**config.mk**
```make
export PLATFORM = sky130hd
export DESIGN_NAME = sequence_reorder_buffer_top
export DESIGN_NICKNAME = d
export VERILOG_FILES = /design/src/srb_pkg.sv /design/src/srb_ram.sv /design/src/srb_classify.sv /design/src/sequence_reorder_buffer_top.sv
export SDC_FILE = /design/constraint.sdc
export NUM_CORES = 2
export LEC_CHECK = 0
export BUFFER_PORTS_ARGS = -buffer_cell sky130_fd_sc_hd__buf_4
export CORE_MARGIN = 2
export CORE_UTILIZATION = 25
export CTS_CLUSTER_DIAMETER = 100
export DETAILED_ROUTE_END_ITERATION = 7
export PLACE_DENSITY_LB_ADDON = 0.1
export SKIP_CTS_REPAIR_TIMING = 1
export SYNTH_ARGS = -nofsm -noshare
export SYNTH_HDL_FRONTEND = slang
export SYNTH_SLANG_ARGS = --single-unit
```
**constraint.sdc**
```tcl
create_clock -name clk -period 10.7 [get_ports clk]
set_input_delay 0 -clock clk [delete_from_list [all_inputs] [get_ports clk]]
set_output_delay 0 -clock clk [all_outputs]
set_load 0.01 [all_outputs]
```
**src/srb_pkg.sv**
```systemverilog
// ----------------------------------------------------------------------------
// Sequence reorder buffer package
// Shared constants, codes and types.
// ----------------------------------------------------------------------------
package srb_pkg;

    localparam int DEPTH        = 32;
    localparam int IDX_W        = $clog2(DEPTH);
    localparam int MAX_RESULTS  = 32;
    localparam int CNT_W        = $clog2(MAX_RESULTS + 1);
    localparam int SPAN_W       = 6;
    localparam int ENTRY_W      = 48;

    localparam logic [15:0]       HEADER_BYTES = 16'd6;
    localparam logic [SPAN_W-1:0] SPAN_RESET   = 6'd32;

    typedef enum logic [2:0] {
        ST_DELIVERED = 3'd0,
        ST_HELD      = 3'd1,
        ST_STALE     = 3'd2,
        ST_DUPLICATE = 3'd3,
        ST_BEYOND    = 3'd4,
        ST_SHORT     = 3'd5
    } status_t;

    typedef enum logic [1:0] {
        S_IDLE,
        S_CHECK,
        S_WALK,
        S_READ
    } state_t;

    typedef struct packed {
        status_t          code;
        logic             accepted;
        logic             expected;
        logic [IDX_W-1:0] idx;
        logic [15:0]      len;
    } class_t;

endpackage

```
**src/srb_ram.sv**
```systemverilog
// ----------------------------------------------------------------------------
// Generic RAM
// One write port, one read port with registered read data.
// ----------------------------------------------------------------------------
module srb_ram #(
    parameter int WIDTH = 8,
    parameter int DEPTH = 32
) (
    input  logic                     clk,
    input  logic                     we,
    input  logic [$clog2(DEPTH)-1:0] waddr,
    input  logic [WIDTH-1:0]         wdata,
    input  logic [$clog2(DEPTH)-1:0] raddr,
    output logic [WIDTH-1:0]         rdata
);

    logic [WIDTH-1:0] mem [DEPTH];
    logic [WIDTH-1:0] rdata_reg;

    always_ff @(posedge clk)
    begin
        if (we)
        begin
            mem[waddr] <= wdata;
        end
        rdata_reg <= mem[raddr];
    end

    assign rdata = rdata_reg;

endmodule

```
**src/srb_classify.sv**
```systemverilog
// ----------------------------------------------------------------------------
// Sequence reorder buffer classifier
// Length clip, window distance, slot index and accept/reject decision.
// ----------------------------------------------------------------------------
module srb_classify (
    input  logic [15:0]                  sequence_req,
    input  logic [15:0]                  declared_length,
    input  logic [15:0]                  frame_length,
    input  logic [15:0]                  next_expected,
    input  logic [srb_pkg::IDX_W-1:0]    next_idx,
    input  logic [srb_pkg::SPAN_W-1:0]   accept_span,
    input  logic [srb_pkg::DEPTH-1:0]    slot_valid,
    output srb_pkg::class_t              cls
);

    logic [15:0]               avail;
    logic [15:0]               fwd_gap;
    logic [15:0]               span;
    logic [15:0]               span_raw;
    logic [srb_pkg::IDX_W:0]   idx_sum;
    logic [srb_pkg::IDX_W-1:0] idx;

    always_comb
    begin
        avail    = frame_length - srb_pkg::HEADER_BYTES;
        fwd_gap  = sequence_req - next_expected;
        span_raw = {{(16 - srb_pkg::SPAN_W){1'b0}}, accept_span};

        priority if (span_raw == 16'd0)
        begin
            span = 16'd1;
        end
        else if (span_raw > 16'(srb_pkg::DEPTH))
        begin
            span = 16'(srb_pkg::DEPTH);
        end
        else
        begin
            span = span_raw;
        end

        idx_sum = {1'b0, next_idx} + {1'b0, fwd_gap[srb_pkg::IDX_W-1:0]};
        if (idx_sum >= (srb_pkg::IDX_W + 1)'(srb_pkg::DEPTH))
        begin
            idx_sum = idx_sum - (srb_pkg::IDX_W + 1)'(srb_pkg::DEPTH);
        end
        idx = idx_sum[srb_pkg::IDX_W-1:0];

        cls.idx      = idx;
        cls.len      = (declared_length > avail) ? avail : declared_length;
        cls.expected = (fwd_gap == 16'd0);
        cls.accepted = 1'b0;

        priority if (frame_length < srb_pkg::HEADER_BYTES)
        begin
            cls.code = srb_pkg::ST_SHORT;
        end
        else if (fwd_gap[15])
        begin
            cls.code = srb_pkg::ST_STALE;
        end
        else if (fwd_gap >= span)
        begin
            cls.code = srb_pkg::ST_BEYOND;
        end
        else if (slot_valid[idx])
        begin
            cls.code = srb_pkg::ST_DUPLICATE;
        end
        else
        begin
            cls.code     = cls.expected ? srb_pkg::ST_DELIVERED : srb_pkg::ST_HELD;
            cls.accepted = 1'b1;
        end
    end

endmodule

```
**src/sequence_reorder_buffer_top.sv**
```systemverilog
// ----------------------------------------------------------------------------
// Sequence reorder buffer
// Receive-side reorder of sequenced message headers with in-order release.
// ----------------------------------------------------------------------------
// Input channel (in_valid/in_ready) takes one message header per transfer.
// Output channel (out_valid/out_ready) gives one result per transfer; the
// final result caused by a header carries last. A rejected header (short,
// stale, beyond window, duplicate) gives one result. An accepted header gives
// a held result when it is not the expected sequence, then one delivered
// result per contiguous slot released, at most 32 per header.
// A header is captured in S_IDLE, then classified and stored in S_CHECK;
// each delivered slot then passes S_WALK (slot RAM read) and S_READ.
// S_READ and a result from S_CHECK wait for a free output register; in_ready is high only between items.
// The output register frees the sequencer: a new header may be taken while
// the last result still waits. If the receiver stalls, the sequencer waits
// with the next result and the output holds steady.
// Reset clears all slot valid marks, the expected sequence and sets
// accept_span to 32; slot contents need no clearing.
// cfg_wr_en/cfg_wr_data write accept_span; write only while idle.
// ----------------------------------------------------------------------------
module sequence_reorder_buffer_top (
    input  logic                        clk,
    input  logic                        rst_n,
    input  logic                        cfg_wr_en,
    input  logic [srb_pkg::SPAN_W-1:0]  cfg_wr_data,
    input  logic                        in_valid,
    output logic                        in_ready,
    input  logic [15:0]                 message_type,
    input  logic [15:0]                 sequence_req,
    input  logic [15:0]                 declared_length,
    input  logic [15:0]                 frame_length,
    input  logic [15:0]                 payload_tag,
    output logic                        out_valid,
    input  logic                        out_ready,
    output logic [2:0]                  status,
    output logic [15:0]                 out_sequence,
    output logic [15:0]                 out_type,
    output logic [15:0]                 out_tag,
    output logic [15:0]                 out_length,
    output logic                        last
);

    srb_pkg::state_t            state_reg, state_next;
    logic [srb_pkg::SPAN_W-1:0] span_reg;
    logic [15:0]                ne_reg, ne_next;
    logic [srb_pkg::IDX_W-1:0]  ne_idx_reg, ne_idx_next, ne_idx_inc;
    logic [srb_pkg::DEPTH-1:0]  valid_reg, valid_next;
    logic [srb_pkg::CNT_W-1:0]  cnt_reg, cnt_next, cnt_inc;

    logic [15:0] type_reg, type_next;
    logic [15:0] seq_reg, seq_next;
    logic [15:0] decl_reg, decl_next;
    logic [15:0] flen_reg, flen_next;
    logic [15:0] tag_reg, tag_next;

    logic             out_valid_reg, out_valid_next;
    srb_pkg::status_t status_reg, status_next;
    logic [15:0]      oseq_reg, oseq_next;
    logic [15:0]      otype_reg, otype_next;
    logic [15:0]      otag_reg, otag_next;
    logic [15:0]      olen_reg, olen_next;
    logic             last_reg, last_next;

    srb_pkg::class_t             cls;
    logic                        out_free;
    logic                        ram_we;
    logic [srb_pkg::ENTRY_W-1:0] ram_rdata;
    logic                        done;

    srb_classify u_classify (
        .sequence_req    (seq_reg),
        .declared_length (decl_reg),
        .frame_length    (flen_reg),
        .next_expected   (ne_reg),
        .next_idx        (ne_idx_reg),
        .accept_span     (span_reg),
        .slot_valid      (valid_reg),
        .cls             (cls)
    );

    srb_ram #(
        .WIDTH (srb_pkg::ENTRY_W),
        .DEPTH (srb_pkg::DEPTH)
    ) u_slots (
        .clk   (clk),
        .we    (ram_we),
        .waddr (cls.idx),
        .wdata ({type_reg, tag_reg, cls.len}),
        .raddr (ne_idx_reg),
        .rdata (ram_rdata)
    );

    always_ff @(posedge clk or negedge rst_n)
    begin
        if (!rst_n)
        begin
            state_reg     <= srb_pkg::S_IDLE;
            span_reg      <= srb_pkg::SPAN_RESET;
            ne_reg        <= '0;
            ne_idx_reg    <= '0;
            valid_reg     <= '0;
            cnt_reg       <= '0;
            out_valid_reg <= 1'b0;
        end
        else
        begin
            state_reg     <= state_next;
            ne_reg        <= ne_next;
            ne_idx_reg    <= ne_idx_next;
            valid_reg     <= valid_next;
            cnt_reg       <= cnt_next;
            out_valid_reg <= out_valid_next;
            if (cfg_wr_en)
            begin
                span_reg <= cfg_wr_data;
            end
        end
    end

    always_ff @(posedge clk)
    begin
        type_reg   <= type_next;
        seq_reg    <= seq_next;
        decl_reg   <= decl_next;
        flen_reg   <= flen_next;
        tag_reg    <= tag_next;
        status_reg <= status_next;
        oseq_reg   <= oseq_next;
        otype_reg  <= otype_next;
        otag_reg   <= otag_next;
        olen_reg   <= olen_next;
        last_reg   <= last_next;
    end

    always_comb
    begin
        state_next     = state_reg;
        ne_next        = ne_reg;
        ne_idx_next    = ne_idx_reg;
        valid_next     = valid_reg;
        cnt_next       = cnt_reg;
        type_next      = type_reg;
        seq_next       = seq_reg;
        decl_next      = decl_reg;
        flen_next      = flen_reg;
        tag_next       = tag_reg;
        status_next    = status_reg;
        oseq_next      = oseq_reg;
        otype_next     = otype_reg;
        otag_next      = otag_reg;
        olen_next      = olen_reg;
        last_next      = last_reg;
        ram_we         = 1'b0;
        done           = 1'b0;
        out_free       = !out_valid_reg || out_ready;
        out_valid_next = out_valid_reg && !out_ready;
        in_ready       = (state_reg == srb_pkg::S_IDLE);
        cnt_inc        = cnt_reg + srb_pkg::CNT_W'(1);

        // slot index of the sequence after the expected one
        priority if (ne_reg == 16'hFFFF)
        begin
            ne_idx_inc = '0;
        end
        else if (ne_idx_reg == srb_pkg::IDX_W'(srb_pkg::DEPTH - 1))
        begin
            ne_idx_inc = '0;
        end
        else
        begin
            ne_idx_inc = ne_idx_reg + srb_pkg::IDX_W'(1);
        end

        unique case (state_reg)
            srb_pkg::S_IDLE:
            begin
                if (in_valid)
                begin
                    type_next  = message_type;
                    seq_next   = sequence_req;
                    decl_next  = declared_length;
                    flen_next  = frame_length;
                    tag_next   = payload_tag;
                    state_next = srb_pkg::S_CHECK;
                end
            end
            srb_pkg::S_CHECK:
            begin
                if (cls.accepted && cls.expected)
                begin
                    ram_we              = 1'b1;
                    valid_next[cls.idx] = 1'b1;
                    cnt_next            = '0;
                    state_next          = srb_pkg::S_WALK;
                end
                else if (out_free)
                begin
                    out_valid_next = 1'b1;
                    status_next    = cls.code;
                    oseq_next      = seq_reg;
                    if (cls.accepted)
                    begin
                        ram_we              = 1'b1;
                        valid_next[cls.idx] = 1'b1;
                        otype_next          = type_reg;
                        otag_next           = tag_reg;
                        olen_next           = cls.len;
                        cnt_next            = srb_pkg::CNT_W'(1);
                        done                = !valid_reg[ne_idx_reg]
                                              || (srb_pkg::MAX_RESULTS == 1);
                        last_next           = done;
                        state_next          = done ? srb_pkg::S_IDLE : srb_pkg::S_WALK;
                    end
                    else
                    begin
                        otype_next = '0;
                        otag_next  = '0;
                        olen_next  = '0;
                        last_next  = 1'b1;
                        state_next = srb_pkg::S_IDLE;
                    end
                end
            end
            srb_pkg::S_WALK:
            begin
                state_next = srb_pkg::S_READ;
            end
            srb_pkg::S_READ:
            begin
                if (out_free)
                begin
                    out_valid_next         = 1'b1;
                    status_next            = srb_pkg::ST_DELIVERED;
                    oseq_next              = ne_reg;
                    otype_next             = ram_rdata[47:32];
                    otag_next              = ram_rdata[31:16];
                    olen_next              = ram_rdata[15:0];
                    valid_next[ne_idx_reg] = 1'b0;
                    ne_next                = ne_reg + 16'd1;
                    ne_idx_next            = ne_idx_inc;
                    cnt_next               = cnt_inc;
                    done                   = !valid_reg[ne_idx_inc]
                                             || (cnt_inc == srb_pkg::CNT_W'(srb_pkg::MAX_RESULTS));
                    last_next              = done;
                    state_next             = done ? srb_pkg::S_IDLE : srb_pkg::S_WALK;
                end
            end
            default:
            begin
                state_next = srb_pkg::S_IDLE;
            end
        endcase
    end

    assign out_valid    = out_valid_reg;
    assign status       = status_reg;
    assign out_sequence = oseq_reg;
    assign out_type     = otype_reg;
    assign out_tag      = otag_reg;
    assign out_length   = olen_reg;
    assign last         = last_reg;

endmodule

```
; Yosys cells after proc, flatten, opt, wreduce, memory -nomap -nowiden
; Memories as Yosys holds them, arrays and structs flattened. A register that Yosys moved wholly into a read port is not among the register bits.
; Index checks and enable logic that the tools add are counted.
; W data, S select, Z words.
[totals]
n_memories = 1
output_inout_bits = 70
regBits = 216
ramBits = 1536
latch_bits = 0
elab_cells = 150
mem_bits_ro = 0
[mem_list]
columns = memory, words, word_bits, rd, rd_ports_with_merged_regs, write_ports, line
row1 = u_slots.mem, 32, 48, 1, 1, 1, srb_ram.sv:17  ; logic [WIDTH-1:0] mem [DEPTH];
[classes]
div_mod_pow = 0
mux = 80
bitwise_logic = 3
n_eq_ne = 12
mul = 0
n_addsub = 7
magnitude_cmp = 10
shift = 0
reduce_logical = 19
[op_table]
columns = op, n
row1 = $mux W16, 17
row2 = $mux W32, 4
row3 = $pmux W16 S2, 4
row4 = $pmux W32 S2, 1
row5 = $and A32 B32 Y32, 1
row6 = $not A32 Y32, 1
row7 = $or A32 B32 Y32, 1
row8 = $mux W6, 5
row9 = $mux W1, 22
row10 = $mux W3, 7
row11 = $lt A5 B6 Y1 const B, 3
row12 = $add A16 B1 Y16 const B, 1
row13 = $eq A16 B16 Y1 const B, 1
row14 = $ge A16 B16 Y1, 1
row15 = $gt A16 B16 Y1, 1
row16 = $logic_not A16 Y1, 1
row17 = $lt A16 B3 Y1 const B, 1
row18 = $sub A16 B16 Y16, 1
row19 = $sub A16 B3 Y16 const B, 1
row20 = $bmux W1 S5, 3
row21 = $mux W5, 3
row22 = $mux W2, 7
row23 = $pmux W6 S2, 1
row24 = $demux W1 S5, 2
row25 = 25 further kinds, 41

; Depth between registers and ports, before layout
[logic_depth]
word_depth = 16
depth_mapped = 18
mapped_depth_nobuf = 16

; Cells and area by module
; Synthesis repeated with hierarchy kept, for this count alone.
[unflattened]
hier_cells = 4433
hier_area_um2 = 72119.2
[by_module_without_submodules]
columns = module, area_per_inst_um2, cells_each, seq_area_each_um2, instances
row1 = srb_ram, 60724.5, 3364, 47085.2, 1
row2 = sequence_reorder_buffer_top, 9064.9, 754, 6147.1, 1
row3 = srb_classify, 2329.7, 315, 0.0, 1

; Worst setup path before layout
; No wires, ideal clock.
[synth_timing]
kind = flip-flop to flip-flop
start = register ne_idx_reg[1] (netlist bit)
end = register last_reg (netlist: last), enable pin
slack_ns = 3.005
path_stages_with_launch = 14
required_ns = 10.165
arrival_ns = 7.160
synth_period_minus_slack_ns = 7.695
path_cell_list = dfrtp_1 clkbuf_1 buf_1 clkbuf_1 clkbuf_1 inv_1 fa_1 buf_1 mux4_2 mux2i_1 mux2i_1 mux2_4 nor4b_2 a31oi_1
[synth_between]
elab_chain_cells = 12
elab_cells_between_ends = 13
[synth_rtl]
columns = element, line
row1 = from (decl), sequence_reorder_buffer_top.sv:46  ; logic [srb_pkg::IDX_W-1:0] ne_idx_reg, ne_idx_next, ne_idx_inc;
row2 = from (signal assigned), sequence_reorder_buffer_top.sv:109  ; ne_idx_reg <= ne_idx_next;
row3 = $add A5 B5 Y6 *, srb_classify.sv:42  ; idx_sum = {1'b0, next_idx} + {1'b0, fwd_gap[srb_pkg::IDX_W-1:0]};
row4 = $sub A5 B1 Y5 / $ge A6 B6 Y1 (equally long branches), "srb_classify.sv:45, srb_classify.sv:43"
row5 = $mux W5 *, srb_classify.sv:43  ; if (idx_sum >= (srb_pkg::IDX_W + 1)'(srb_pkg::DEPTH))
row6 = $bmux W1 S5 *, srb_classify.sv:66  ; else if (slot_valid[idx])
row7 = $mux W1 (implied by the code) *, srb_classify.sv:66
row8 = $mux W1 *, srb_classify.sv:66
row9 = $mux W1 *, srb_classify.sv:62  ; else if (fwd_gap >= span)
row10 = $mux W1 *, srb_classify.sv:58  ; else if (fwd_gap[15])
row11 = $mux W1 *, srb_classify.sv:54  ; priority if (frame_length < srb_pkg::HEADER_BYTES)
row12 = $logic_and A1 B1 Y1 *, sequence_reorder_buffer_top.sv:189  ; if (cls.accepted && cls.expected)
row13 = $ne A2 B2 Y1 (no line) *, --
row14 = $reduce_and A4 Y1 (no line) *, --
row15 = to (signal assigned), sequence_reorder_buffer_top.sv:132  ; last_reg <= last_next;
row16 = to (decl), sequence_reorder_buffer_top.sv:62  ; logic last_reg, last_next;
; Every way passes the cells marked *; elsewhere a longest branch is shown, timed or not. The select of a mux whose other input is x is not followed.
; A chain may end at the register's enable or synchronous reset.

; Worst setup path after layout
[layout_timing]
start = register ne_reg[0]
end = memory u_slots.mem[3][47] (netlist bit), enable pin
[layout_between]
elab_chain_cells = 16
elab_cells_between_ends = 20
[layout_rtl]
columns = element, line
row1 = from (decl), sequence_reorder_buffer_top.sv:45  ; logic [15:0] ne_reg, ne_next;
row2 = from (signal assigned), sequence_reorder_buffer_top.sv:108  ; ne_reg <= ne_next;
row3 = $sub A16 B16 Y16 *, srb_classify.sv:26  ; fwd_gap = sequence_req - next_expected;
row4 = $add A5 B5 Y6, srb_classify.sv:42
row5 = $sub A5 B1 Y5 / $ge A6 B6 Y1 (equally long branches), "srb_classify.sv:45, srb_classify.sv:43"
row6 = $mux W5, srb_classify.sv:43
row7 = $bmux W1 S5, srb_classify.sv:66
row8 = $mux W1 (implied by the code), srb_classify.sv:66
row9 = $mux W1, srb_classify.sv:66
row10 = $mux W1, srb_classify.sv:62
row11 = $mux W1, srb_classify.sv:58
row12 = $mux W1, srb_classify.sv:54
row13 = $mux W1, sequence_reorder_buffer_top.sv:201  ; if (cls.accepted)
row14 = $mux W1, sequence_reorder_buffer_top.sv:196  ; else if (out_free)
row15 = $mux W1, sequence_reorder_buffer_top.sv:189
row16 = $mux W1, sequence_reorder_buffer_top.sv:174  ; unique case (state_reg)
row17 = $mux W1, srb_ram.sv:22  ; if (we)
row18 = $mux W1 (implied by the code), srb_ram.sv:24  ; mem[waddr] <= wdata;
row19 = to (decl), srb_ram.sv:17
; Marks and branches as above.

==> run metrics <==
setup_tns=0 ns; asr flop ratio synth=3.78%; Final Hold Vio Count=0; R2R Path End=u_slots.mem[3][47]; FF-to-FF setup slack=3.86 ns; Final Setup Violations=0; antenna-violating nets left=0; DR vias/cell=4.61; CP Data Arrival Time=7.31 ns; worst-path fanout max=29; # Max-Cap Violations=0; Cell Area, Synth=69500 um^2; Worst path slowest cell=nor2_4; Main synth FF type=edfxtp_1; Starting Density=25.1%; Lkg Pwr=26.9 nW; Syn-to-layout area delta=21.6%; CTS tree=built; Sw Pwr=0.00730 W; Int Pwr=0.0146 W; largest buffer count on any clock path=4; Worst R2R Path Depth=14; met1 Use GR=23.4%; sequential area share after synthesis=76.6%; RSZ-0062 raised after global routing=no; WP data required=11.17 ns; Worst Path Class, Setup=flop to flop; Clock power frac=31.9%; total grt overflow=0; final hold slack=0.0416 ns; FMAX=146 MHz; switching share of power=33.3%; final worst slack=3.86 ns; Largest register FFs=1536; Global Route Usage Sum=16.0%; Critical Path Start Type=flop; Core Footprint=276000 um^2; period utilization=63.9%; Hold Path Sink=span_reg[3]; Site Rows=193; power per cell area=260 nW/um^2; Hold Crit Class=primary input to flop; HP Start=cfg_wr_en; number of global-route vias before repair=36100; DP HPWL=143000 um; pre-CTS WS=3.72 ns; GPL Wtd Cong=0.760; Final Net Count=4062; Top delay family on crit path=simple AND/OR/NAND/NOR gates; Post-synth EDFFs=1684; Synth cell types=70; VDD IR max=0.000353 V; Comb pwr share=29.0%; cts bufs inserted=214; DR iter-0 viols=3408; # clock sinks=1800; CP Cell Sequence=ha_1 -> inv_1 -> fa_1 -> inv_1 -> fa_1 -> mux4_2 -> mux2i_1 -> mux2i_1 -> mux2_4 -> nor4b_2 -> nand2b_1 -> nand3_2 -> nor2_4 -> buf_4; Slew HR=8.20%; die area=282000 um^2; Crit. End Element=flop; Slew Viols, Final=0; DR vias=36000; CTS root buffer=clkbuf_16; Reg2Reg Launch Point=ne_reg[0]; syn nets=3553; Top Usage Layer GRT=met2; first-pass GRT wire length=316000 um; Mapped Avg Cell Area=20.4 um^2; run status=finished, final reports clean; Synth Register Bits=1800; DRT Wirelength=231000 um; Tmin final=6.84 ns; post-synthesis cell count=3411; share of layout cells above drive strength 1=26.1%; WHS Path Cells=3; Seq pwr share=39.1%; Fin Clk Skew=0.0736 ns; DRC viols=0; CP max stage delay=0.96 ns; yosys warns=0; I/O Pins=161; die width=531 um; leading area contributor after synthesis=edfxtp_1; met2 Resource Use GR=25.3%; Synth top cells by count=1684 x edfxtp_1, 400 x mux4_2, 192 x a22oi_1; H-tree levels=4; met3 global-route usage=2.36%; wire per inst=29.6 um; Die Y=531 um; number of cells on the critical path=14; Skew-Pair Late Insertion Delay=0.89 ns; fin util=30.6%; CP Buf/Inv Count=3; Port Buffers=160; Worst Max-Slew Pin Slew=1.38 ns; Fill cells=26800; initial antenna violation count=23; largest net degree at the start of global routing=84; share of the synthesized area in the top cell type=72.7%; DR pass1 iterations=5; top-count cell post-synth=edfxtp_1; Worst-path clk slew=0.06 ns; Area contributors post-synth=edfxtp_1 73%, mux4_2 13%, dfrtp_1 2.4%, a22oi_1 2.1%, dfxtp_1 1.4%
==> cell type report <==
class	instances	area [um^2]	share of cell area [%]
timing repair buffer	461	3990	4.73
clock inverter	94	762	0.902
tap	3705	4640	5.48
antenna	8	20.0	0.0237
sequential	1800	53200	63.0
multi-input combinational	1397	15800	18.7
clock buffer	294	5860	6.93
inverter	46	173	0.204
==> power by group through the flow <==
stage | sequential, W | clock, W | combinational [W]
floorplan | 0.00878 | 0 | 0.00346
global placement | 0.00874 | 0 | 0.00656
detailed placement | 0.00874 | 0 | 0.00653
CTS | 0.00860 | 0.00721 | 0.00655
global route | 0.00863 | 0.00749 | 0.00685
finish | 0.00859 | 0.00699 | 0.00636
==> cell families (layout without fill, tap and decap cells) <==
logic type / Yosys count / in the layout / share of synthesized area [%]
xor gates and xnor gates: 44 / 44 / 0.585
DFF: 1800 / 1800 / 76.6
and+or+nand+nor: 461 / 461 / 3.23
muxes: 437 / 437 / 13.5
AOI/OAI and AO/OA: 404 / 404 / 3.97
adders and majority gates: 51 / 51 / 0.940
other: 0 / 8 / 0
buffers and inverters: 214 / 895 / 1.16
==> layer usage <==
layer  vias to the layer above  share of wire [%]
met2                       848                 47
met5                         -                  0
li1                      15200                  -
met4                         0                1.6
met3                       231                4.2
met1                     19600                 48
==> placed cells by master, fill, tap and decap left out, types with 10 or more instances in the layout <==
cell type      instances
ha_1                  49
clkinv_1              26
dfrtp_1               65
edfxtp_1            1684
clkbuf_1              63
dlygate4sd3_1        180
o21ai_0               98
inv_1                 45
o211ai_1              10
or3_1                 10
clkbuf_16            217
nor2_4                34
nand3_1               69
buf_4                275
mux4_2               400
nand4_1               57
xnor2_1               27
dfxtp_1               48
clkbuf_8              14
xor2_1                15
a21o_1                17
a22oi_1              192
a21oi_1               29
clkinv_2              39
nor2_1                35
nand2_1              170
nor3_1                13
mux2_2                20
mux2i_1               15
==> worst max path at each step <==
stage / startpoint / endpoint / slack (ns)
after floorplan: ne_idx_reg[1] / last / 3.00
after global placement: ne_reg[0] / u_slots.mem[3][37] / 3.83
after detailed placement: ne_reg[0] / u_slots.mem[16][39] / 3.72
after CTS: ne_reg[0] / u_slots.mem[16][42] / 3.70
after global routing: ne_reg[0] / u_slots.mem[31][5] / 3.41
final: ne_reg[0] / u_slots.mem[3][47] / 3.86
==> worst register-to-register path: cells and delay by family, from the launching register on <==
family | cells | cell delay, ns
buffers and inverters | 3 | 0.73
DFF | 1 | 0.44
and+or+nand+nor | 4 | 2.62
adders and majority gates | 3 | 1.67
muxes | 4 | 0.96
==> stage by stage <==
step / power [W] / cells / instance area [um^2]
6_report: 0.0219 / 7805 / 84500
5_1_grt: 0.0230 / 7798 / 84500
4_1_cts: 0.0224 / 7616 / 82700
3_5_place_dp: 0.0153 / 7228 / 76100
3_3_place_gp: 0.0153 / 7228 / 76100
2_1_floorplan: 0.0122 / 3411 / 69500
No activity file was read; power rests on OpenSTA's default activity.
